### config.mk
export PLATFORM = sky130hd
export DESIGN_NAME = battery_charge_gauge
export DESIGN_NICKNAME = d
export VERILOG_FILES = /design/src/hw/rtl/bcg_pkg.sv /design/src/hw/rtl/bcg_mul.sv /design/src/hw/rtl/bcg_div.sv /design/src/hw/rtl/battery_charge_gauge.sv
export SDC_FILE = /design/constraint.sdc
export NUM_CORES = 1
export LEC_CHECK = 0
export BUFFER_PORTS_ARGS = -buffer_cell sky130_fd_sc_hd__buf_4
export CORE_MARGIN = 2
export CORE_UTILIZATION = 34
export DETAILED_ROUTE_END_ITERATION = 16
export PLACE_DENSITY = 0.47
export SETUP_SLACK_MARGIN = 0.02
export SLEW_MARGIN = 10
export SYNTH_ARGS = -nofsm -noshare
export SYNTH_HDL_FRONTEND = slang
export SYNTH_SLANG_ARGS = --single-unit
### constraint.sdc
create_clock -name clk_i -period 15.86 [get_ports clk_i]
set_clock_uncertainty 0.05 [all_clocks]
set_input_delay 3.172 -clock clk_i [delete_from_list [all_inputs] [get_ports clk_i]]
set_output_delay 3.172 -clock clk_i [all_outputs]
set_load 0.005 [all_outputs]
### src/hw/rtl/bcg_pkg.sv
// Shared types and constants for the battery charge gauge.
// Holds register indexes, reset values, field widths and the sequencer states.
// No dependencies.
package bcg_pkg;

  localparam int SamplesDef = 8;
  localparam int AdcBitsDef = 12;

  localparam int MV_W   = 15;
  localparam int PCT_W  = 7;
  localparam int CFG12_W = 12;
  localparam int SCALE_W = 2 * CFG12_W;
  localparam int CFG_IDX_W  = 3;
  localparam int CFG_DATA_W = 15;

  localparam logic [MV_W-1:0]  MV_MAX   = 15'd32767;
  localparam logic [PCT_W-1:0] PCT_FULL = 7'd100;
  localparam logic [PCT_W-1:0] PCT_ZERO = 7'd0;

  localparam logic [CFG_IDX_W-1:0] REG_FULL_MV     = 3'd0;
  localparam logic [CFG_IDX_W-1:0] REG_EMPTY_MV    = 3'd1;
  localparam logic [CFG_IDX_W-1:0] REG_SLEEP_MV    = 3'd2;
  localparam logic [CFG_IDX_W-1:0] REG_LOW_PERCENT = 3'd3;
  localparam logic [CFG_IDX_W-1:0] REG_FULLSCALE   = 3'd4;
  localparam logic [CFG_IDX_W-1:0] REG_DIVIDER_Q8  = 3'd5;

  localparam logic [MV_W-1:0]    RST_FULL_MV     = 15'd4150;
  localparam logic [MV_W-1:0]    RST_EMPTY_MV    = 15'd3400;
  localparam logic [MV_W-1:0]    RST_SLEEP_MV    = 15'd3360;
  localparam logic [PCT_W-1:0]   RST_LOW_PERCENT = 7'd5;
  localparam logic [CFG12_W-1:0] RST_FULLSCALE   = 12'd3100;
  localparam logic [CFG12_W-1:0] RST_DIVIDER_Q8  = 12'd512;

  typedef enum logic [6:0] {
    ST_IDLE  = 7'b0000001,
    ST_AVG   = 7'b0000010,
    ST_SCALE = 7'b0000100,
    ST_MV    = 7'b0001000,
    ST_RANGE = 7'b0010000,
    ST_PCT   = 7'b0100000,
    ST_OUT   = 7'b1000000
  } state_e;

endpackage

### src/hw/rtl/bcg_mul.sv
// Bit-serial shift-add multiplier, one multiplier bit per cycle.
// Stops as soon as the remaining multiplier bits are zero. Uses bcg_pkg.
module bcg_mul
  import bcg_pkg::*;
#(
  parameter int A_W = SCALE_W,
  parameter int B_W = CFG12_W
) (
  input  logic             clk_i,
  input  logic             rst_ni,
  input  logic             start_i,
  input  logic [A_W-1:0]   a_i,
  input  logic [B_W-1:0]   b_i,
  output logic             busy_o,
  output logic [A_W+B_W-1:0] prod_o
);

  localparam int P_W = A_W + B_W;

  logic [P_W-1:0] acc_q, acc_d;
  logic [P_W-1:0] a_sh_q, a_sh_d;
  logic [B_W-1:0] b_sh_q, b_sh_d;

  always_comb begin
    acc_d  = acc_q;
    a_sh_d = a_sh_q;
    b_sh_d = b_sh_q;
    if (start_i) begin
      acc_d  = '0;
      a_sh_d = P_W'(a_i);
      b_sh_d = b_i;
    end else if (|b_sh_q) begin
      if (b_sh_q[0]) begin
        acc_d = acc_q + a_sh_q;
      end
      a_sh_d = {a_sh_q[P_W-2:0], 1'b0};
      b_sh_d = {1'b0, b_sh_q[B_W-1:1]};
    end
  end

  always_ff @(posedge clk_i or negedge rst_ni) begin
    if (!rst_ni) begin
      b_sh_q <= '0;
    end else begin
      b_sh_q <= b_sh_d;
    end
  end

  always_ff @(posedge clk_i) begin
    acc_q  <= acc_d;
    a_sh_q <= a_sh_d;
  end

  assign busy_o = |b_sh_q;
  assign prod_o = acc_q;

endmodule

### src/hw/rtl/bcg_div.sv
// Restoring divider, one quotient bit per cycle over the full dividend width.
// Shared by averaging, millivolt scaling and percent. Uses bcg_pkg.
module bcg_div
  import bcg_pkg::*;
#(
  parameter int NUM_W = AdcBitsDef + SCALE_W,
  parameter int DEN_W = AdcBitsDef + 8
) (
  input  logic             clk_i,
  input  logic             rst_ni,
  input  logic             start_i,
  input  logic [NUM_W-1:0] dividend_i,
  input  logic [DEN_W-1:0] divisor_i,
  output logic             busy_o,
  output logic [NUM_W-1:0] quotient_o
);

  localparam int CNT_W = $clog2(NUM_W + 1);
  localparam logic [CNT_W-1:0] LAST = CNT_W'(NUM_W - 1);

  logic             busy_q, busy_d;
  logic [CNT_W-1:0] cnt_q, cnt_d;
  logic [NUM_W-1:0] quo_q, quo_d;
  logic [DEN_W-1:0] rem_q, rem_d;
  logic [DEN_W-1:0] den_q, den_d;
  logic [DEN_W:0]   shifted;
  logic [DEN_W:0]   diff;
  logic             ge;

  assign shifted = {rem_q, quo_q[NUM_W-1]};
  assign ge      = shifted >= {1'b0, den_q};
  assign diff    = shifted - {1'b0, den_q};

  always_comb begin
    busy_d = busy_q;
    cnt_d  = cnt_q;
    quo_d  = quo_q;
    rem_d  = rem_q;
    den_d  = den_q;
    if (start_i) begin
      busy_d = 1'b1;
      cnt_d  = '0;
      quo_d  = dividend_i;
      rem_d  = '0;
      den_d  = divisor_i;
    end else if (busy_q) begin
      quo_d = {quo_q[NUM_W-2:0], ge};
      rem_d = ge ? diff[DEN_W-1:0] : shifted[DEN_W-1:0];
      cnt_d = cnt_q + 1'b1;
      if (cnt_q == LAST) begin
        busy_d = 1'b0;
      end
    end
  end

  always_ff @(posedge clk_i or negedge rst_ni) begin
    if (!rst_ni) begin
      busy_q <= 1'b0;
      cnt_q  <= '0;
    end else begin
      busy_q <= busy_d;
      cnt_q  <= cnt_d;
    end
  end

  always_ff @(posedge clk_i) begin
    quo_q <= quo_d;
    rem_q <= rem_d;
    den_q <= den_d;
  end

  assign busy_o     = busy_q;
  assign quotient_o = quo_q;

endmodule

### src/hw/rtl/battery_charge_gauge.sv
// Battery charge gauge top level: sample accumulation, reading sequencer,
// configuration registers and output register. Uses bcg_pkg, bcg_mul, bcg_div.
//
// Each input beat is one converter sample; a sample that does not close a group
// is added to the running sum. The sample closing a group of SAMPLES_PER_READING
// starts one reading, which runs through a single bit-serial multiplier and a
// single restoring divider that yields one quotient bit per cycle; the divider
// runs up to three times per reading, for the average, the millivolts and the
// percent. No sample is taken while a reading is in progress, also while the
// finished reading waits for the previous result to leave the output register.
// One result beat leaves per reading through an output register, so a finished
// reading may wait there while the next group is collected. Configuration writes
// are always taken and belong only to times when no reading is in progress.
module battery_charge_gauge
  import bcg_pkg::*;
#(
  parameter int SAMPLES_PER_READING = SamplesDef,
  parameter int ADC_BITS            = AdcBitsDef
) (
  input  logic                  clk_i,
  input  logic                  rst_ni,
  input  logic                  cfg_valid_i,
  output logic                  cfg_ready_o,
  input  logic [CFG_IDX_W-1:0]  cfg_index_i,
  input  logic [CFG_DATA_W-1:0] cfg_data_i,
  input  logic                  in_valid_i,
  output logic                  in_ready_o,
  input  logic [ADC_BITS-1:0]   adc_sample_i,
  input  logic                  usb_present_i,
  output logic                  out_valid_o,
  input  logic                  out_ready_i,
  output logic [MV_W-1:0]       voltage_mv_o,
  output logic [PCT_W-1:0]      raw_percent_o,
  output logic [PCT_W-1:0]      shown_percent_o,
  output logic                  low_battery_o,
  output logic                  deep_sleep_o
);

  localparam int CNT_W = $clog2(SAMPLES_PER_READING + 1);
  localparam int SUM_W = ADC_BITS + $clog2(SAMPLES_PER_READING + 1);
  localparam int MB_W  = (ADC_BITS > CFG12_W) ? ADC_BITS : CFG12_W;
  localparam int P_W   = SCALE_W + MB_W;
  localparam int NUM_W = ADC_BITS + SCALE_W;
  localparam int DEN_W = ADC_BITS + 8;
  localparam int PN_W  = MV_W + PCT_W;
  localparam logic [CNT_W-1:0] LAST_CNT = CNT_W'(SAMPLES_PER_READING - 1);
  localparam logic [DEN_W-1:0] N_DEN    = DEN_W'(SAMPLES_PER_READING);
  localparam logic [DEN_W-1:0] MV_DEN   = DEN_W'(((1 << ADC_BITS) - 1) * 256);

  // configuration
  logic [MV_W-1:0]    full_q, empty_q, sleep_q;
  logic [PCT_W-1:0]   low_pct_q;
  logic [CFG12_W-1:0] fs_q, div_q8_q;

  always_ff @(posedge clk_i or negedge rst_ni) begin
    if (!rst_ni) begin
      full_q    <= RST_FULL_MV;
      empty_q   <= RST_EMPTY_MV;
      sleep_q   <= RST_SLEEP_MV;
      low_pct_q <= RST_LOW_PERCENT;
      fs_q      <= RST_FULLSCALE;
      div_q8_q  <= RST_DIVIDER_Q8;
    end else if (cfg_valid_i) begin
      unique case (cfg_index_i)
        REG_FULL_MV:     full_q    <= cfg_data_i[MV_W-1:0];
        REG_EMPTY_MV:    empty_q   <= cfg_data_i[MV_W-1:0];
        REG_SLEEP_MV:    sleep_q   <= cfg_data_i[MV_W-1:0];
        REG_LOW_PERCENT: low_pct_q <= cfg_data_i[PCT_W-1:0];
        REG_FULLSCALE:   fs_q      <= cfg_data_i[CFG12_W-1:0];
        REG_DIVIDER_Q8:  div_q8_q  <= cfg_data_i[CFG12_W-1:0];
        default: ;
      endcase
    end
  end

  assign cfg_ready_o = 1'b1;

  // sequencer and datapath
  state_e           state_q, state_d;
  logic [SUM_W-1:0] sum_q, sum_d;
  logic [CNT_W-1:0] cnt_q, cnt_d;
  logic             usb_q, usb_d;
  logic [MV_W-1:0]  mv_q, mv_d;
  logic [PCT_W-1:0] pct_q, pct_d;
  logic [PCT_W-1:0] shown_q, shown_d;
  logic             shown_valid_q, shown_valid_d;
  logic             out_valid_q, out_valid_d;
  logic             out_load;
  logic [SUM_W-1:0] sum_total;
  logic             in_beat;

  logic               mul_start, mul_busy;
  logic [SCALE_W-1:0] mul_a;
  logic [MB_W-1:0]    mul_b;
  logic [P_W-1:0]     mul_prod;
  logic               div_start, div_busy;
  logic [NUM_W-1:0]   div_num;
  logic [DEN_W-1:0]   div_den;
  logic [NUM_W-1:0]   div_quo;
  logic [MV_W-1:0]    mv_span;
  logic [PN_W-1:0]    pct_num;
  logic [PCT_W-1:0]   shown_next;

  assign in_ready_o = (state_q == ST_IDLE);
  assign in_beat    = in_valid_i && in_ready_o;
  assign sum_total  = sum_q + SUM_W'(adc_sample_i);
  assign mv_span    = mv_q - empty_q;
  assign pct_num    = {{PCT_W{1'b0}}, mv_span} * {{MV_W{1'b0}}, PCT_FULL};
  assign out_load   = (state_q == ST_OUT) && (!out_valid_q || out_ready_i);

  always_comb begin
    if (!shown_valid_q) begin
      shown_next = pct_q;
    end else if (usb_q) begin
      shown_next = (pct_q > shown_q) ? pct_q : shown_q;
    end else begin
      shown_next = (pct_q < shown_q) ? pct_q : shown_q;
    end
  end

  always_comb begin
    state_d       = state_q;
    sum_d         = sum_q;
    cnt_d         = cnt_q;
    usb_d         = usb_q;
    mv_d          = mv_q;
    pct_d         = pct_q;
    shown_d       = shown_q;
    shown_valid_d = shown_valid_q;
    mul_start     = 1'b0;
    mul_a         = SCALE_W'(div_q8_q);
    mul_b         = MB_W'(fs_q);
    div_start     = 1'b0;
    div_num       = NUM_W'(sum_total);
    div_den       = N_DEN;
    unique case (state_q)
      ST_IDLE: begin
        if (in_beat) begin
          if (cnt_q == LAST_CNT) begin
            sum_d     = '0;
            cnt_d     = '0;
            usb_d     = usb_present_i;
            div_start = 1'b1;
            mul_start = 1'b1;
            state_d   = ST_AVG;
          end else begin
            sum_d = sum_total;
            cnt_d = cnt_q + 1'b1;
          end
        end
      end
      ST_AVG: begin
        mul_a = mul_prod[SCALE_W-1:0];
        mul_b = MB_W'(div_quo[ADC_BITS-1:0]);
        if (!div_busy && !mul_busy) begin
          mul_start = 1'b1;
          state_d   = ST_SCALE;
        end
      end
      ST_SCALE: begin
        div_num = mul_prod[NUM_W-1:0];
        div_den = MV_DEN;
        if (!mul_busy) begin
          div_start = 1'b1;
          state_d   = ST_MV;
        end
      end
      ST_MV: begin
        if (!div_busy) begin
          mv_d    = (|div_quo[NUM_W-1:MV_W]) ? MV_MAX : div_quo[MV_W-1:0];
          state_d = ST_RANGE;
        end
      end
      ST_RANGE: begin
        div_num = NUM_W'(pct_num);
        div_den = DEN_W'(full_q - empty_q);
        if (mv_q <= empty_q) begin
          pct_d   = PCT_ZERO;
          state_d = ST_OUT;
        end else if (mv_q >= full_q) begin
          pct_d   = PCT_FULL;
          state_d = ST_OUT;
        end else begin
          div_start = 1'b1;
          state_d   = ST_PCT;
        end
      end
      ST_PCT: begin
        if (!div_busy) begin
          pct_d   = div_quo[PCT_W-1:0];
          state_d = ST_OUT;
        end
      end
      ST_OUT: begin
        if (out_load) begin
          shown_d       = shown_next;
          shown_valid_d = 1'b1;
          state_d       = ST_IDLE;
        end
      end
      default: state_d = ST_IDLE;
    endcase
  end

  always_comb begin
    out_valid_d = out_valid_q;
    if (out_load) begin
      out_valid_d = 1'b1;
    end else if (out_ready_i) begin
      out_valid_d = 1'b0;
    end
  end

  always_ff @(posedge clk_i or negedge rst_ni) begin
    if (!rst_ni) begin
      state_q       <= ST_IDLE;
      sum_q         <= '0;
      cnt_q         <= '0;
      shown_q       <= '0;
      shown_valid_q <= 1'b0;
      out_valid_q   <= 1'b0;
    end else begin
      state_q       <= state_d;
      sum_q         <= sum_d;
      cnt_q         <= cnt_d;
      shown_q       <= shown_d;
      shown_valid_q <= shown_valid_d;
      out_valid_q   <= out_valid_d;
    end
  end

  always_ff @(posedge clk_i) begin
    usb_q <= usb_d;
    mv_q  <= mv_d;
    pct_q <= pct_d;
    if (out_load) begin
      voltage_mv_o    <= mv_q;
      raw_percent_o   <= pct_q;
      shown_percent_o <= shown_next;
      low_battery_o   <= !usb_q && (shown_next <= low_pct_q);
      deep_sleep_o    <= !usb_q && (mv_q <= sleep_q);
    end
  end

  assign out_valid_o = out_valid_q;

  bcg_mul #(
    .A_W(SCALE_W),
    .B_W(MB_W)
  ) u_mul (
    .clk_i  (clk_i),
    .rst_ni (rst_ni),
    .start_i(mul_start),
    .a_i    (mul_a),
    .b_i    (mul_b),
    .busy_o (mul_busy),
    .prod_o (mul_prod)
  );

  bcg_div #(
    .NUM_W(NUM_W),
    .DEN_W(DEN_W)
  ) u_div (
    .clk_i     (clk_i),
    .rst_ni    (rst_ni),
    .start_i   (div_start),
    .dividend_i(div_num),
    .divisor_i (div_den),
    .busy_o    (div_busy),
    .quotient_o(div_quo)
  );

endmodule

* Yosys cells after proc, flatten, opt, wreduce, memory -nomap -nowiden
Index checks and enable logic that the tools add are counted.
Storage, ports and cells: output and inout port bits 34, logic and storage cells 143, input port bits 36, register bits 333
Cells by class: $add $sub $neg 7, reduce and logical (&&, ||, !) cells 30, magnitude comparators 7, equality and inequality tests 22, muxes and demuxes 46, multiply operators 1, bitwise gates (word level) 1
Operators by type and width (count):
- 7-bit two-way mux | 16
- 24-bit two-way mux | 3
- 36-bit two-way mux | 2
- 36-bit one-hot mux with 2 select lines | 1
- 7-bit one-hot mux with 7 select lines | 1
- 20-bit one-hot mux with 2 select lines | 1
- 36-bit adder | 1
- 12-bit two-way mux | 3
- 15-bit <= comparator | 2
- 21-bit by 20-bit greater-or-equal comparator with 1-bit output | 1
- 21-bit OR reduction | 1
- 15-bit by 5-bit multiplier with 20-bit output, second input constant | 1
- 20-bit two-way mux | 1
- 2-bit AND reduction | 10
- 20-bit subtractor | 1
- 16-bit by 12-bit adder with 16-bit output | 1
- 16-bit two-way mux | 1
- 15-bit by 15-bit subtractor with 16-bit output | 1
- 15-bit greater-or-equal comparator | 1
- 15-bit subtractor | 1
- 7-bit one-hot mux with 2 select lines | 1
- 6-bit two-way mux | 2
- 12-bit OR reduction | 1
- 1-bit two-way mux | 11
- 31 further kinds | 49

* Logic depth before layout (Yosys ltp)
Gate-level depths: netlist of the first run.
depth in word-level cells 6, depth in mapped cells 23, mapped depth without buffers 23

* Hierarchy
Synthesis of the first run repeated with hierarchy kept, for this count alone.
Unflattened totals: cell total of the unflattened synthesis 2198, area total of the unflattened synthesis 21807.2 um^2
By module, submodules not included:
- battery_charge_gauge | sequential area each 4453.0 um^2, area an instance 12056.6 um^2, cells each 1248, instances 1
- bcg_mul | sequential area each 1981.9 um^2, area an instance 5173.7 um^2, cells each 538, instances 1
- bcg_div | sequential area each 2257.2 um^2, area an instance 4576.9 um^2, cells each 412, instances 1

* Least setup slack after synthesis of the first run
No wires, ideal clock.
path type input to register, start point input adc_sample_i[0], end point register u_div.quo_q[12], in the netlist u_div.quotient_o[12] (data pin), arrival time 5269 ps, path buffers 0, required time 15548 ps, cell stages on the path 9, slack 10278 ps, library setup time 262 ps, cells stage by stage ha_1 > fa_1 > a21o_1 > a211oi_1 > o211ai_1 > a41o_1 > xnor2_1 > o221ai_1 > mux2_1
On the way: cells in the longest elaborated chain, start to end 3
RTL lines:
- start, declared | line battery_charge_gauge.sv:28 | input logic [ADC_BITS-1:0] adc_sample_i,
- 16-bit by 12-bit adder with 16-bit output | line battery_charge_gauge.sv:106 | assign sum_total = sum_q + SUM_W'(adc_sample_i);
- 36-bit one-hot mux with 2 select lines | line battery_charge_gauge.sv:136 | unique case (state_q)
- 36-bit two-way mux | line bcg_div.sv:40 | if (start_i) begin
- via u_div.quo_d[12] | line bcg_div.sv:23 | logic [NUM_W-1:0] quo_q, quo_d;
- end signal, assigned | line bcg_div.sv:67 | quo_q <= quo_d;
- end, declared | line bcg_div.sv:23
The timed path passes the listed nets, and every way through them passes these cells. A chain may end at the register's enable or synchronous reset.

* Final worst setup path of the first run
start point register state_q[6], end point output in_ready_o
On the way: cells in the longest elaborated chain, start to end 1
RTL lines:
- start, declared | line battery_charge_gauge.sv:79 | state_e state_q, state_d;
- start signal, assigned | line battery_charge_gauge.sv:223 | state_q <= state_d;
- 7-bit by 1-bit equality test with 1-bit output | line battery_charge_gauge.sv:104 | assign in_ready_o = (state_q == ST_IDLE);
- end, declared | line battery_charge_gauge.sv:27 | output logic in_ready_o,
Every way passes these cells.

==> results.ini, run 1 <==
[clock_tree]
worst_skew_pair.late_latency_ns=0.59
clockRootBuffer=sky130_fd_sc_hd__clkbuf_16
clock_sink_count=329
cts_max_path_buffers=3
cts_buffers=41
clk_pin_slew_worst_paths_ns=0.06
h_tree_levels=2
postCtsSetupBuffers=0
tritoncts=yes
cts_hold_buf=0
cts_resized=0

[critical_path]
cp.required_ns=12.64
worstSetupEndpointType=primary output
r2r_cells=22
timing.critical_path.cells=nor3_1, nand3_1, inv_1, buf_4
crit_fanout=6
reg_to_reg_slack_setup_ns=10.07
setup.worst_path.start_class=register
startpoint=state_q[6]
setup.worst_path.end=in_ready_o
cp_slowest_cell=sky130_fd_sc_hd__nor3_1
r2r-start=mv_q[0]
critical_path.reg2reg.endpoint=u_div.quotient_o[21]
critical-path-max-stage-delay_ns=0.73
worstPathArrival_ns=2.58
criticalPathCategory=register to primary output

[timing]
timing.final.crit_period_ns=5.80
final-hold-violation-count=0
worst_pin_slew_ns=1.14
fin_crit_sh=0.366
setup_repair_after_global_routing_missed_its_margin=false
setup_ws_ns=10.06
timing.final.setup_violations=0
timing.fmax_mhz=172
maxSlewHeadroom=0.242
tns_ns=0
final-max-slew-violation-count=0

[yosys]
main_synth_ff_type=sky130_fd_sc_hd__edfxtp_1
ys_top_cells_by_area=sky130_fd_sc_hd__edfxtp_1 19%, sky130_fd_sc_hd__dfrtp_1 13%, sky130_fd_sc_hd__ha_1 12%
synthDominantCellAreaShare=0.187
yosysWarningCount=0
synth.ff_latch_count=329
post_synthesis_instance_total=2156
cell_area_after_synthesis_um2=20800
syn_avg_cell_area_um2=9.67
synth_nets=2399
share_of_synthesized_area_occupied_by_flip_flops_and_latches=0.411
asyncSetResetFlopFracSynth=0.398
count_of_flip_flops_with_a_built_in_enable_after_synthesis=130
synth_commonest_cells=233 x sky130_fd_sc_hd__nand2_1, 193 x sky130_fd_sc_hd__ha_1, 168 x sky130_fd_sc_hd__inv_1, 159 x sky130_fd_sc_hd__nor2_1, 130 x sky130_fd_sc_hd__edfxtp_1
netlist.top_cell.by_area=sky130_fd_sc_hd__edfxtp_1
synth_cell_type_count=89
post-synth-top-count-cell=sky130_fd_sc_hd__nand2_1

[finish]
layout-area-overhead-vs-synth_pct=13.3
fin_nets=2453
fraction_of_final_layout_cells_sized_beyond_drive_strength_1=0.113
finish.cell_count_without_fillers=3026

[run]
maxCapViolCount=0

[floorplan]
dieWidth_um=252
initial_utilization=0.345
floorplan.rows=90
die_area_um2=63300
i_o_pin_count=70
design.core.area_um2=60500
die_h_um=252

[min_path]
kind_of_path_behind_the_tightest_hold_check=register to register

[power]
maximum_ir_drop_on_the_vdd_rail_mv=0.0922
p_leak_nw=10.3
power_per_cell_area_nw_per_um2=220

[route]
wire_per_inst_um=19.8
drtAntennaViolNets=0
post_drt_via_cell_ratio=5.31
detail_route.iter0.violations=875
routed_wirelength_um=59900
drc=0
drtPass1Iterations=5
vias=16100

[global_route]
first_global_vias=16000
global_route_wire_length_before_repair_um=93100
grt_util_all_layers=0.190
antenna_found_initial=2
grt_max_degree=79
grt_overflow_total=0

[place]
gpl.final_weighted_congestion=0.846
hpwlAfterDp_um=44100
dp_slack_ns=9.81
placed_cells_incl_taps=2949
placement.io_buffers=68

[status]
status=finished clean

report_power, final:
group / internal (W) / leakage, nW / switching [W] / total [W]
Clock: 0.000594 / 0.706 / 0.000399 / 0.000994
Sequential: 0.00123 / 3.48 / 0.000241 / 0.00147
Combinational: 0.00115 / 6.09 / 0.00159 / 0.00274
Total: 0.00297 / 10.3 / 0.00223 / 0.00520
logic make-up (layout without fill, tap and decap cells):
group | count (synthesis) | in the layout | share of synthesized area
buffers and inverters | 248 | 335 | 0.0479
flip-flops | 329 | 329 | 0.411
AO/OA/AOI/OAI | 490 | 490 | 0.155
XOR/XNOR | 97 | 97 | 0.0408
multiplexers | 128 | 128 | 0.0653
other | 1 | 2 | 0.000180
AND/OR/NAND/NOR | 656 | 656 | 0.151
adder cells (fa/ha/maj) | 207 | 207 | 0.129
cells in the final DEF, fill, tap and decap left out, types with 23 or more instances in the layout:
| cell type | count |
|---|---|
| sky130_fd_sc_hd__o21ai_0 | 124 |
| sky130_fd_sc_hd__a21o_1 | 37 |
| sky130_fd_sc_hd__nand3b_1 | 23 |
| sky130_fd_sc_hd__mux2_1 | 24 |
| sky130_fd_sc_hd__buf_4 | 88 |
| sky130_fd_sc_hd__inv_1 | 168 |
| sky130_fd_sc_hd__xnor2_1 | 65 |
| sky130_fd_sc_hd__dfstp_2 | 23 |
| sky130_fd_sc_hd__mux2i_1 | 64 |
| sky130_fd_sc_hd__nand2_1 | 233 |
| sky130_fd_sc_hd__xor2_1 | 32 |
| sky130_fd_sc_hd__nor3_1 | 29 |
| sky130_fd_sc_hd__ha_1 | 193 |
| sky130_fd_sc_hd__dfrtp_1 | 107 |
| sky130_fd_sc_hd__mux2_2 | 40 |
| sky130_fd_sc_hd__a21oi_1 | 91 |
| sky130_fd_sc_hd__o21a_1 | 26 |
| sky130_fd_sc_hd__a31oi_1 | 39 |
| sky130_fd_sc_hd__nor2_1 | 158 |
| sky130_fd_sc_hd__nand2b_1 | 37 |
| sky130_fd_sc_hd__dfxtp_1 | 68 |
| sky130_fd_sc_hd__edfxtp_1 | 130 |
| sky130_fd_sc_hd__a211oi_1 | 31 |
| sky130_fd_sc_hd__clkbuf_16 | 45 |
| sky130_fd_sc_hd__nand3_1 | 50 |
layer usage:
metal / part of all wire / vias up / track usage
met1: 0.48 / 7825 / 0.265
met5: 0 / - / 0
met3: 0.039 / 88 / 0.0232
li1: - / 7840 / -
met4: 0.031 / 0 / 0.0656
met2: 0.45 / 304 / 0.303
metrics by stage:
step	instance area [um^2]	utilization	hold slack [ns]	power, W
finish	23600	0.391	0.406	0.00520
global route	23600	0.391	0.430	0.00565
floorplan	20800	-	0.376	0.00350
global placement	22200	0.367	0.385	0.00418
CTS	23600	0.391	0.406	0.00524
detailed placement	22200	0.367	0.392	0.00421
how the worst min path moves through the flow:
stage / startpoint / end / slack [ns] / depth (start not counted)
2_1_floorplan: mv_q[0] / voltage_mv_o[0] / 0.38 / 0
3_3_place_gp: mv_q[0] / voltage_mv_o[0] / 0.38 / 0
3_5_place_dp: mv_q[0] / voltage_mv_o[0] / 0.39 / 0
4_1_cts: mv_q[0] / voltage_mv_o[0] / 0.41 / 0
5_1_grt: mv_q[0] / voltage_mv_o[0] / 0.43 / 0
6_report: mv_q[0] / voltage_mv_o[0] / 0.41 / 0
sequential cells by signal (all words and copies together) (netlist names), 16 cells and up:
name / count
u_div.rem_q: 20
u_div.den_q: 16
u_mul.a_sh_q: 36
u_div.quotient_o: 36
sum_q: 16
u_mul.prod_o: 36
critical path, delay by kind of cell (launching register included):
family | cells | cell delay [ns]
flops | 1 | 0.44
buf+inv | 2 | 0.46
simple gates | 2 | 1.10
area by class of cell:
| class | count | area, um^2 |
|---|---|---|
| clock inverter | 19 | 200 |
| multi-input combinational | 1579 | 11300 |
| antenna | 1 | 2.50 |
| fill | 5950 | 36900 |
| inverter | 170 | 641 |
| tap | 782 | 978 |
| timing repair buffer | 89 | 672 |
| sequential | 329 | 8570 |
| clock buffer | 57 | 1230 |
Power figures use the tool's default switching activity.
==> run 2: changes to the inputs <==
ABC_AREA = 1   (was unset)
PLACE_DENSITY = 0.49   (was 0.47)
clock period = 4.7 ns   (was 15.86 ns; I/O delays follow)
==> results.ini, run 2 <==
[status]
status=finished clean  ; unchanged

[finish]
layout.cells.most_common=sky130_fd_sc_hd__nand2_1  ; unchanged
fillerInstances=6706  ; was 5950
fraction_of_final_layout_cells_sized_beyond_drive_strength_1=0.104  ; was 0.113
regArea_um2=8570  ; about the same
diodes=0  ; was 1
most-common-layout-cells=855 x sky130_fd_sc_hd__nand2_1, 430 x sky130_fd_sc_hd__inv_1, 220 x sky130_fd_sc_hd__nor2_1  ; was 233 x sky130_fd_sc_hd__nand2_1, 193 x sky130_fd_sc_hd__ha_1, 168 x sky130_fd_sc_hd__inv_1
multiInputGateArea_um2=12000  ; was 11300 um^2
layout-area-overhead-vs-synth_pct=15.0  ; was 13.3%
fin_nets=3330  ; was 2453

[yosys]
synthDominantCellAreaShare=0.175  ; was 0.187
count_of_flip_flops_with_a_built_in_enable_after_synthesis=130  ; unchanged
main_synth_ff_type=sky130_fd_sc_hd__edfxtp_1  ; unchanged
netlist.top_cell.by_area=sky130_fd_sc_hd__edfxtp_1  ; unchanged
ys_top_cells_by_area=sky130_fd_sc_hd__edfxtp_1 18%, sky130_fd_sc_hd__nand2_1 15%, sky130_fd_sc_hd__dfrtp_1 12%  ; was sky130_fd_sc_hd__edfxtp_1 19%, sky130_fd_sc_hd__dfrtp_1 13%, sky130_fd_sc_hd__ha_1 12%
synth.ff_latch_count=329  ; unchanged
post_synthesis_instance_total=2980  ; was 2156
asyncSetResetFlopFracSynth=0.398  ; unchanged
synth_nets=3223  ; was 2399
share_of_synthesized_area_occupied_by_flip_flops_and_latches=0.385  ; was 0.411
syn_avg_cell_area_um2=7.48  ; was 9.67 um^2
synth_commonest_cells=864 x sky130_fd_sc_hd__nand2_1, 435 x sky130_fd_sc_hd__inv_1, 223 x sky130_fd_sc_hd__nor2_1, 213 x sky130_fd_sc_hd__o21ai_0, 193 x sky130_fd_sc_hd__ha_1  ; was 233 x sky130_fd_sc_hd__nand2_1, 193 x sky130_fd_sc_hd__ha_1, 168 x sky130_fd_sc_hd__inv_1, 159 x sky130_fd_sc_hd__nor2_1, 130 x sky130_fd_sc_hd__edfxtp_1
cell_area_after_synthesis_um2=22300  ; was 20800 um^2
synth_cell_type_count=57  ; was 89
yosysWarningCount=0  ; unchanged
post-synth-top-count-cell=sky130_fd_sc_hd__nand2_1  ; unchanged

[timing]
final-max-slew-violation-count=0  ; unchanged
fin_crit_sh=0.965
timing.fmax_mhz=221
setup_repair_after_global_routing_missed_its_margin=true  ; was false
tns_ns=0  ; unchanged
timing.final.setup_violations=0  ; unchanged
fin_worst_hold_slack_ns=0.432  ; was 0.406 ns
final-hold-violation-count=0  ; unchanged
maxSlewHeadroom=0.265  ; was 0.242
worst_pin_slew_ns=1.10  ; was 1.14 ns
timing.final.crit_period_ns=4.53

[floorplan]
design.core.area_um2=64600  ; was 60500 um^2
die_area_um2=67600  ; was 63300 um^2
die_h_um=260  ; was 252 um
dieWidth_um=260  ; was 252 um
initial_utilization=0.345  ; about the same
floorplan.rows=93  ; was 90
i_o_pin_count=70  ; unchanged

[route]
vias=19400  ; was 16100
routed_wirelength_um=67900  ; was 59900 um
detail_route.iter0.violations=1279  ; was 875
wire_per_inst_um=17.1  ; was 19.8 um
drtAntennaViolNets=0  ; unchanged
post_drt_via_cell_ratio=4.89  ; was 5.31
drc=0  ; unchanged
drtPass1Iterations=6  ; was 5

[power]
power_frac_clock=0.152  ; was 0.191
switching_share=0.481  ; was 0.429
switching_power_w=0.00966  ; was 0.00223 W
power_per_cell_area_nw_per_um2=784  ; was 220 nW/um^2
combinational_fraction_of_design_power=0.609  ; was 0.527
sequential_power_share=0.239  ; was 0.282
maximum_ir_drop_on_the_vdd_rail_mv=0.375  ; was 0.0922 mV
totalPowerFinal_w=0.0201  ; was 0.00520 W
intPower_w=0.0104  ; was 0.00297 W
p_leak_nw=12.6  ; was 10.3 nW

[critical_path]
cp.required_ns=4.95  ; was 12.64 ns
critical-path-max-stage-delay_ns=0.53  ; was 0.73 ns
setup.worst_path.start_class=register  ; unchanged
worstSetupEndpointType=register  ; was primary output
reg_to_reg_slack_setup_ns=0.17  ; was 10.07 ns
critical_path.reg2reg.endpoint=u_div.quotient_o[19]  ; was u_div.quotient_o[21]
r2r-start=empty_q[3]  ; was mv_q[0]
criticalPathCategory=register to register  ; was register to primary output
cp_slowest_cell=sky130_fd_sc_hd__dfstp_2  ; was sky130_fd_sc_hd__nor3_1
crit_fanout=4  ; was 6
r2r_cells=26  ; was 22
critical-path-top-cell-by-count=sky130_fd_sc_hd__nand2_1
worstPathArrival_ns=4.78  ; was 2.58 ns

[clock_tree]
worst_skew_pair.late_latency_ns=0.58  ; was 0.59 ns
h_tree_levels=2  ; unchanged
clock_sink_count=329  ; unchanged
cts_buffers=40  ; was 41
clockRootBuffer=sky130_fd_sc_hd__clkbuf_16  ; unchanged
cts_max_path_buffers=3  ; unchanged
tritoncts=yes  ; unchanged
clk_pin_slew_worst_paths_ns=0.06  ; about the same

[min_path]
worstHoldEndpoint=low_pct_q[5]  ; was voltage_mv_o[0]
worst_min_path_start=low_pct_q[5]  ; was mv_q[0]
kind_of_path_behind_the_tightest_hold_check=register to register  ; unchanged
min_path_cells=2  ; was 0

[global_route]
grt_util_all_layers=0.203  ; was 0.190
antenna_found_initial=0  ; was 2
global_route_wire_length_before_repair_um=108000  ; was 93100 um
first_global_vias=19400  ; was 16000
grt_overflow_total=0  ; unchanged
grt_max_degree=92  ; was 79

[place]
gpl.final_weighted_congestion=0.927  ; was 0.846
placement.io_buffers=68  ; unchanged
hpwlAfterDp_um=51300  ; was 44100 um

[run]
maxCapViolCount=0  ; unchanged

run 2: changes by cell type after synthesis, sizes merged, moves of 64 or more:
cell / change
mux2: -64
a21oi: +71
inv: +276
o21ai: +82
nor2: +68
nand2: +638
nand3: +146
run 2: critical path: cells and delay by family (launching register included):
kind / cells / cell delay [ns]
buffers and inverters: 5 / 0.36
AND/OR/NAND/NOR: 11 / 0.84
flip-flops: 1 / 0.53
adder cells (fa/ha/maj): 5 / 1.74
XOR/XNOR: 1 / 0.05
AO/OA/AOI/OAI: 4 / 0.67
run 2: area by class of cell:
class / count / share of cell area
Clock buffer: 60 / 0.0428
Clock inverter: 13 / 0.00581
Inverter: 447 / 0.0655
Multi-Input combinational cell: 2129 / 0.469
Sequential cell: 329 / 0.334
Tap cell: 855 / 0.0417
Timing Repair Buffer: 140 / 0.0411
run 2: stage by stage:
stage / utilization / std cells / setup slack [ns] / area [um^2]
after floorplan: - / 2980 / 0.103 / 22300
after global placement: 0.371 / 3894 / 0.0272 / 24000
after detailed placement: 0.371 / 3894 / -0.0709 / 24000
after CTS: 0.392 / 3969 / 0.0149 / 25300
after global routing: 0.397 / 3973 / -0.0264 / 25600
final: 0.397 / 3973 / 0.166 / 25600
run 2: how the worst max path moves through the flow:
stage / cells past startpoint / endpoint / slack, ns / from
after floorplan: 27 / u_div.quotient_o[20] / 0.10 / empty_q[6]
after global placement: 28 / u_div.quotient_o[20] / 0.03 / mv_q[0]
after detailed placement: 27 / u_div.quotient_o[21] / -0.07 / mv_q[0]
after CTS: 26 / u_div.quotient_o[18] / 0.01 / mv_q[0]
after global routing: 26 / u_div.quotient_o[19] / -0.03 / empty_q[3]
final: 26 / u_div.quotient_o[19] / 0.17 / empty_q[3]
run 2: what timing repair did:
item | CTS | global route
gates resized for setup | 10 | 59
hold buffers | 0 | 0
setup buffers | 2 | 4
pin swaps | 3 | 35
endpoints found under the setup margin | 7 | 12
hold endpoints to repair | 0 | 0
run 2: per-layer routing:
metal	up-vias	wire length, um	track usage
met2	316	32400	0.350
met5	-	0	0
met1	9129	31800	0.271
met4	0	1320	0.0495
met3	71	2290	0.0223
li1	9901	-	-
run 2: logic make-up (layout without fill, tap and decap cells):
family	Yosys count	after routing	synth area share
buf+inv	522	660	0.0930
xor+xnor	62	62	0.0244
fa+ha+maj	207	207	0.121
compound gates	461	461	0.113
mux	1	1	0.000449
flops	329	329	0.385
simple gates	1397	1397	0.264
other cells	1	1	0.000168
run 2: power groups by stage:
stage	clock (W)	sequential (W)	combinational, W
after global placement	0	0.00484	0.0113
after global routing	0.00324	0.00491	0.0139
final	0.00305	0.00480	0.0122
after CTS	0.00313	0.00480	0.0115
after detailed placement	0	0.00484	0.0114
after floorplan	0	0.00461	0.00817
==> run 3: changes to the inputs <==
==> constraint.sdc (replaced) <==
create_clock -name clk_i -period 4.7 [get_ports clk_i]
set_clock_uncertainty 0.05 [all_clocks]
set_input_delay 0.47 -clock clk_i [delete_from_list [all_inputs] [get_ports clk_i]]
set_output_delay 0.47 -clock clk_i [all_outputs]
set_load 0.005 [all_outputs]
==> results.ini, run 3 (synthesized netlist as in run 2, its figures left out) <==
[status]
status=finished clean  ; unchanged

[timing]
maxSlewHeadroom=0.284  ; was 0.265
final-hold-violation-count=0  ; unchanged
timing.final.crit_period_ns=4.52  ; was 4.53 ns
timing.fmax_mhz=221  ; about the same
worst_pin_slew_ns=1.07  ; was 1.10 ns
timing.final.setup_violations=0  ; unchanged
setup_repair_after_global_routing_missed_its_margin=true  ; unchanged
final-max-slew-violation-count=0  ; unchanged
setup_ws_ns=0.182  ; was 0.166 ns
tns_ns=0  ; unchanged
fin_crit_sh=0.961  ; was 0.965

[global_route]
global_route_wire_length_before_repair_um=108000  ; about the same
grt_met2_use=0.348  ; was 0.350
grt_overflow_total=0  ; unchanged
global_route.usage.met3=0.0233  ; was 0.0223
antenna_found_initial=1  ; was 0
grt_max_degree=83  ; was 92
grtUsageMet1=0.270  ; was 0.271
first_global_vias=19300  ; was 19400
gr-max-usage-layer=met2  ; unchanged
grt_util_all_layers=0.203  ; about the same

[finish]
fin_nets=3337  ; was 3330
multiInputGateArea_um2=12000  ; about the same
finish.cell_count_without_fillers=3982  ; was 3973
regArea_um2=8570  ; unchanged
diodes=0  ; unchanged
layout.cells.most_common=sky130_fd_sc_hd__nand2_1  ; unchanged
layout-area-overhead-vs-synth_pct=16.1  ; was 15.0%
most-common-layout-cells=855 x sky130_fd_sc_hd__nand2_1, 431 x sky130_fd_sc_hd__inv_1, 219 x sky130_fd_sc_hd__nor2_1  ; was 855 x sky130_fd_sc_hd__nand2_1, 430 x sky130_fd_sc_hd__inv_1, 220 x sky130_fd_sc_hd__nor2_1
fillerInstances=6743  ; was 6706
fraction_of_final_layout_cells_sized_beyond_drive_strength_1=0.111  ; was 0.104

[place]
gpl.final_weighted_congestion=0.923  ; was 0.927
placed_cells_incl_taps=3894  ; unchanged
dp_slack_ns=-0.0574  ; was -0.0709 ns
placement.io_buffers=68  ; unchanged
hpwlAfterDp_um=51500  ; was 51300 um

[critical_path]
cp.required_ns=4.97  ; was 4.95 ns
crit_fanout=3  ; was 4
cp_slowest_cell=sky130_fd_sc_hd__fa_1  ; was sky130_fd_sc_hd__dfstp_2
worstPathArrival_ns=4.79  ; was 4.78 ns
r2r-start=empty_q[6]  ; was empty_q[3]
startpoint=empty_q[6]  ; was empty_q[3]
worstSetupEndpointType=register  ; unchanged
critical-path-top-cell-by-count=sky130_fd_sc_hd__nand2_1  ; unchanged
critical-path-max-stage-delay_ns=0.54  ; was 0.53 ns
r2r_cells=26  ; unchanged
setup.worst_path.start_class=register  ; unchanged
criticalPathCategory=register to register  ; unchanged

[clock_tree]
clk_pin_slew_worst_paths_ns=0.06  ; about the same
clockRootBuffer=sky130_fd_sc_hd__clkbuf_16  ; unchanged
tritoncts=yes  ; unchanged
worst_skew_pair.late_latency_ns=0.59  ; was 0.58 ns
cts_buffers=41  ; was 40
cts_max_path_buffers=3  ; unchanged
clock_sink_count=329  ; unchanged
h_tree_levels=2  ; unchanged

[floorplan]
dieWidth_um=260  ; unchanged
floorplan.rows=93  ; unchanged
die_h_um=260  ; unchanged
i_o_pin_count=70  ; unchanged
initial_utilization=0.345  ; unchanged
die_area_um2=67600  ; unchanged
design.core.area_um2=64600  ; unchanged

[route]
drc=0  ; unchanged
drtPass1Iterations=6  ; unchanged
routed_wirelength_um=68200  ; was 67900 um
drtAntennaViolNets=0  ; unchanged
detail_route.iter0.violations=1381  ; was 1279
wire_per_inst_um=17.1  ; about the same
vias=19700  ; was 19400
post_drt_via_cell_ratio=4.95  ; was 4.89

[power]
p_leak_nw=12.7  ; was 12.6 nW
totalPowerFinal_w=0.0204  ; was 0.0201 W
maximum_ir_drop_on_the_vdd_rail_mv=0.343  ; was 0.375 mV
power_per_cell_area_nw_per_um2=787  ; was 784 nW/um^2

[min_path]
kind_of_path_behind_the_tightest_hold_check=input port to register  ; was register to register
worst_min_path_start=cfg_data_i[12]  ; was low_pct_q[5]
min_path_cells=3  ; was 2

[run]
maxCapViolCount=0  ; unchanged

[run 3: cell types whose count changed in the layout (fill, tap and decap cells not counted), moves of 2 or more]
cell / delta
sky130_fd_sc_hd__clkbuf_1: -15
sky130_fd_sc_hd__clkinv_4: +7
sky130_fd_sc_hd__clkinv_2: +2
sky130_fd_sc_hd__clkbuf_16: +2
sky130_fd_sc_hd__bufinv_16: +3
sky130_fd_sc_hd__dlygate4sd3_1: +2
sky130_fd_sc_hd__inv_6: +4
sky130_fd_sc_hd__clkinv_1: -2
sky130_fd_sc_hd__buf_4: +4
[run 3: timing repair]
| item | in CTS | in global routing |
|---|---|---|
| pin swaps | 5 | 26 |
| hold endpoints to repair | 63 | 0 |
| gates resized for setup | 12 | 53 |
| hold buffers | 2 | 0 |
| setup endpoints to repair | 7 | 12 |
| buffers inserted | 3 | 7 |
[run 3: metal layers]
layer	wire length, um	part of all wire
met1	31900	0.47
met2	32300	0.47
met3	2480	0.036
met4	1450	0.021
met5	0	0
[run 3: final timing paths]
| check | endpoint | slack (ns) |
|---|---|---|
| hold reg to reg | sleep_q[7] | 0.44 |
| setup / recovery | u_div.quotient_o[19] | 0.18 |
| min in group asynchronous | state_q[5] | 0.48 |
| hold / removal | full_q[12] | 0.12 |
| max in group asynchronous | sleep_q[10] | 3.10 |
| setup reg to reg | u_div.quotient_o[19] | 0.18 |
[run 3: worst max-delay path, delay by kind of cell, from the launching register on]
| kind | cells | cell delay [ns] |
|---|---|---|
| flops | 1 | 0.53 |
| buf+inv | 7 | 0.59 |
| compound gates | 2 | 0.34 |
| simple gates | 11 | 0.98 |
| fa+ha+maj | 5 | 1.61 |
| xor+xnor | 1 | 0.18 |
[run 3: cell type report]
cell class                      count  share of cell area
Inverter                          447              0.0648
Tap cell                          855              0.0413
Clock inverter                     28              0.0135
Multi-Input combinational cell   2129               0.464
Clock buffer                       48              0.0426
Timing Repair Buffer              146              0.0427
Sequential cell                   329               0.331
[run 3: report_power, final]
group / internal [W] / switching (W)
Sequential: 0.00415 / 0.000658
Clock: 0.00204 / 0.00139
Combinational: 0.00443 / 0.00770
Total: 0.0106 / 0.00975
[run 3: through the flow]
| step | hold WS (ns) | utilization | cell area [um^2] |
|---|---|---|---|
| 2_1_floorplan | 0.124 | - | 22300 |
| 3_3_place_gp | 0.413 | 0.371 | 24000 |
| 3_5_place_dp | 0.420 | 0.371 | 24000 |
| 4_1_cts | 0.0887 | 0.395 | 25500 |
| 5_1_grt | 0.148 | 0.401 | 25900 |
| 6_report | 0.122 | 0.401 | 25900 |
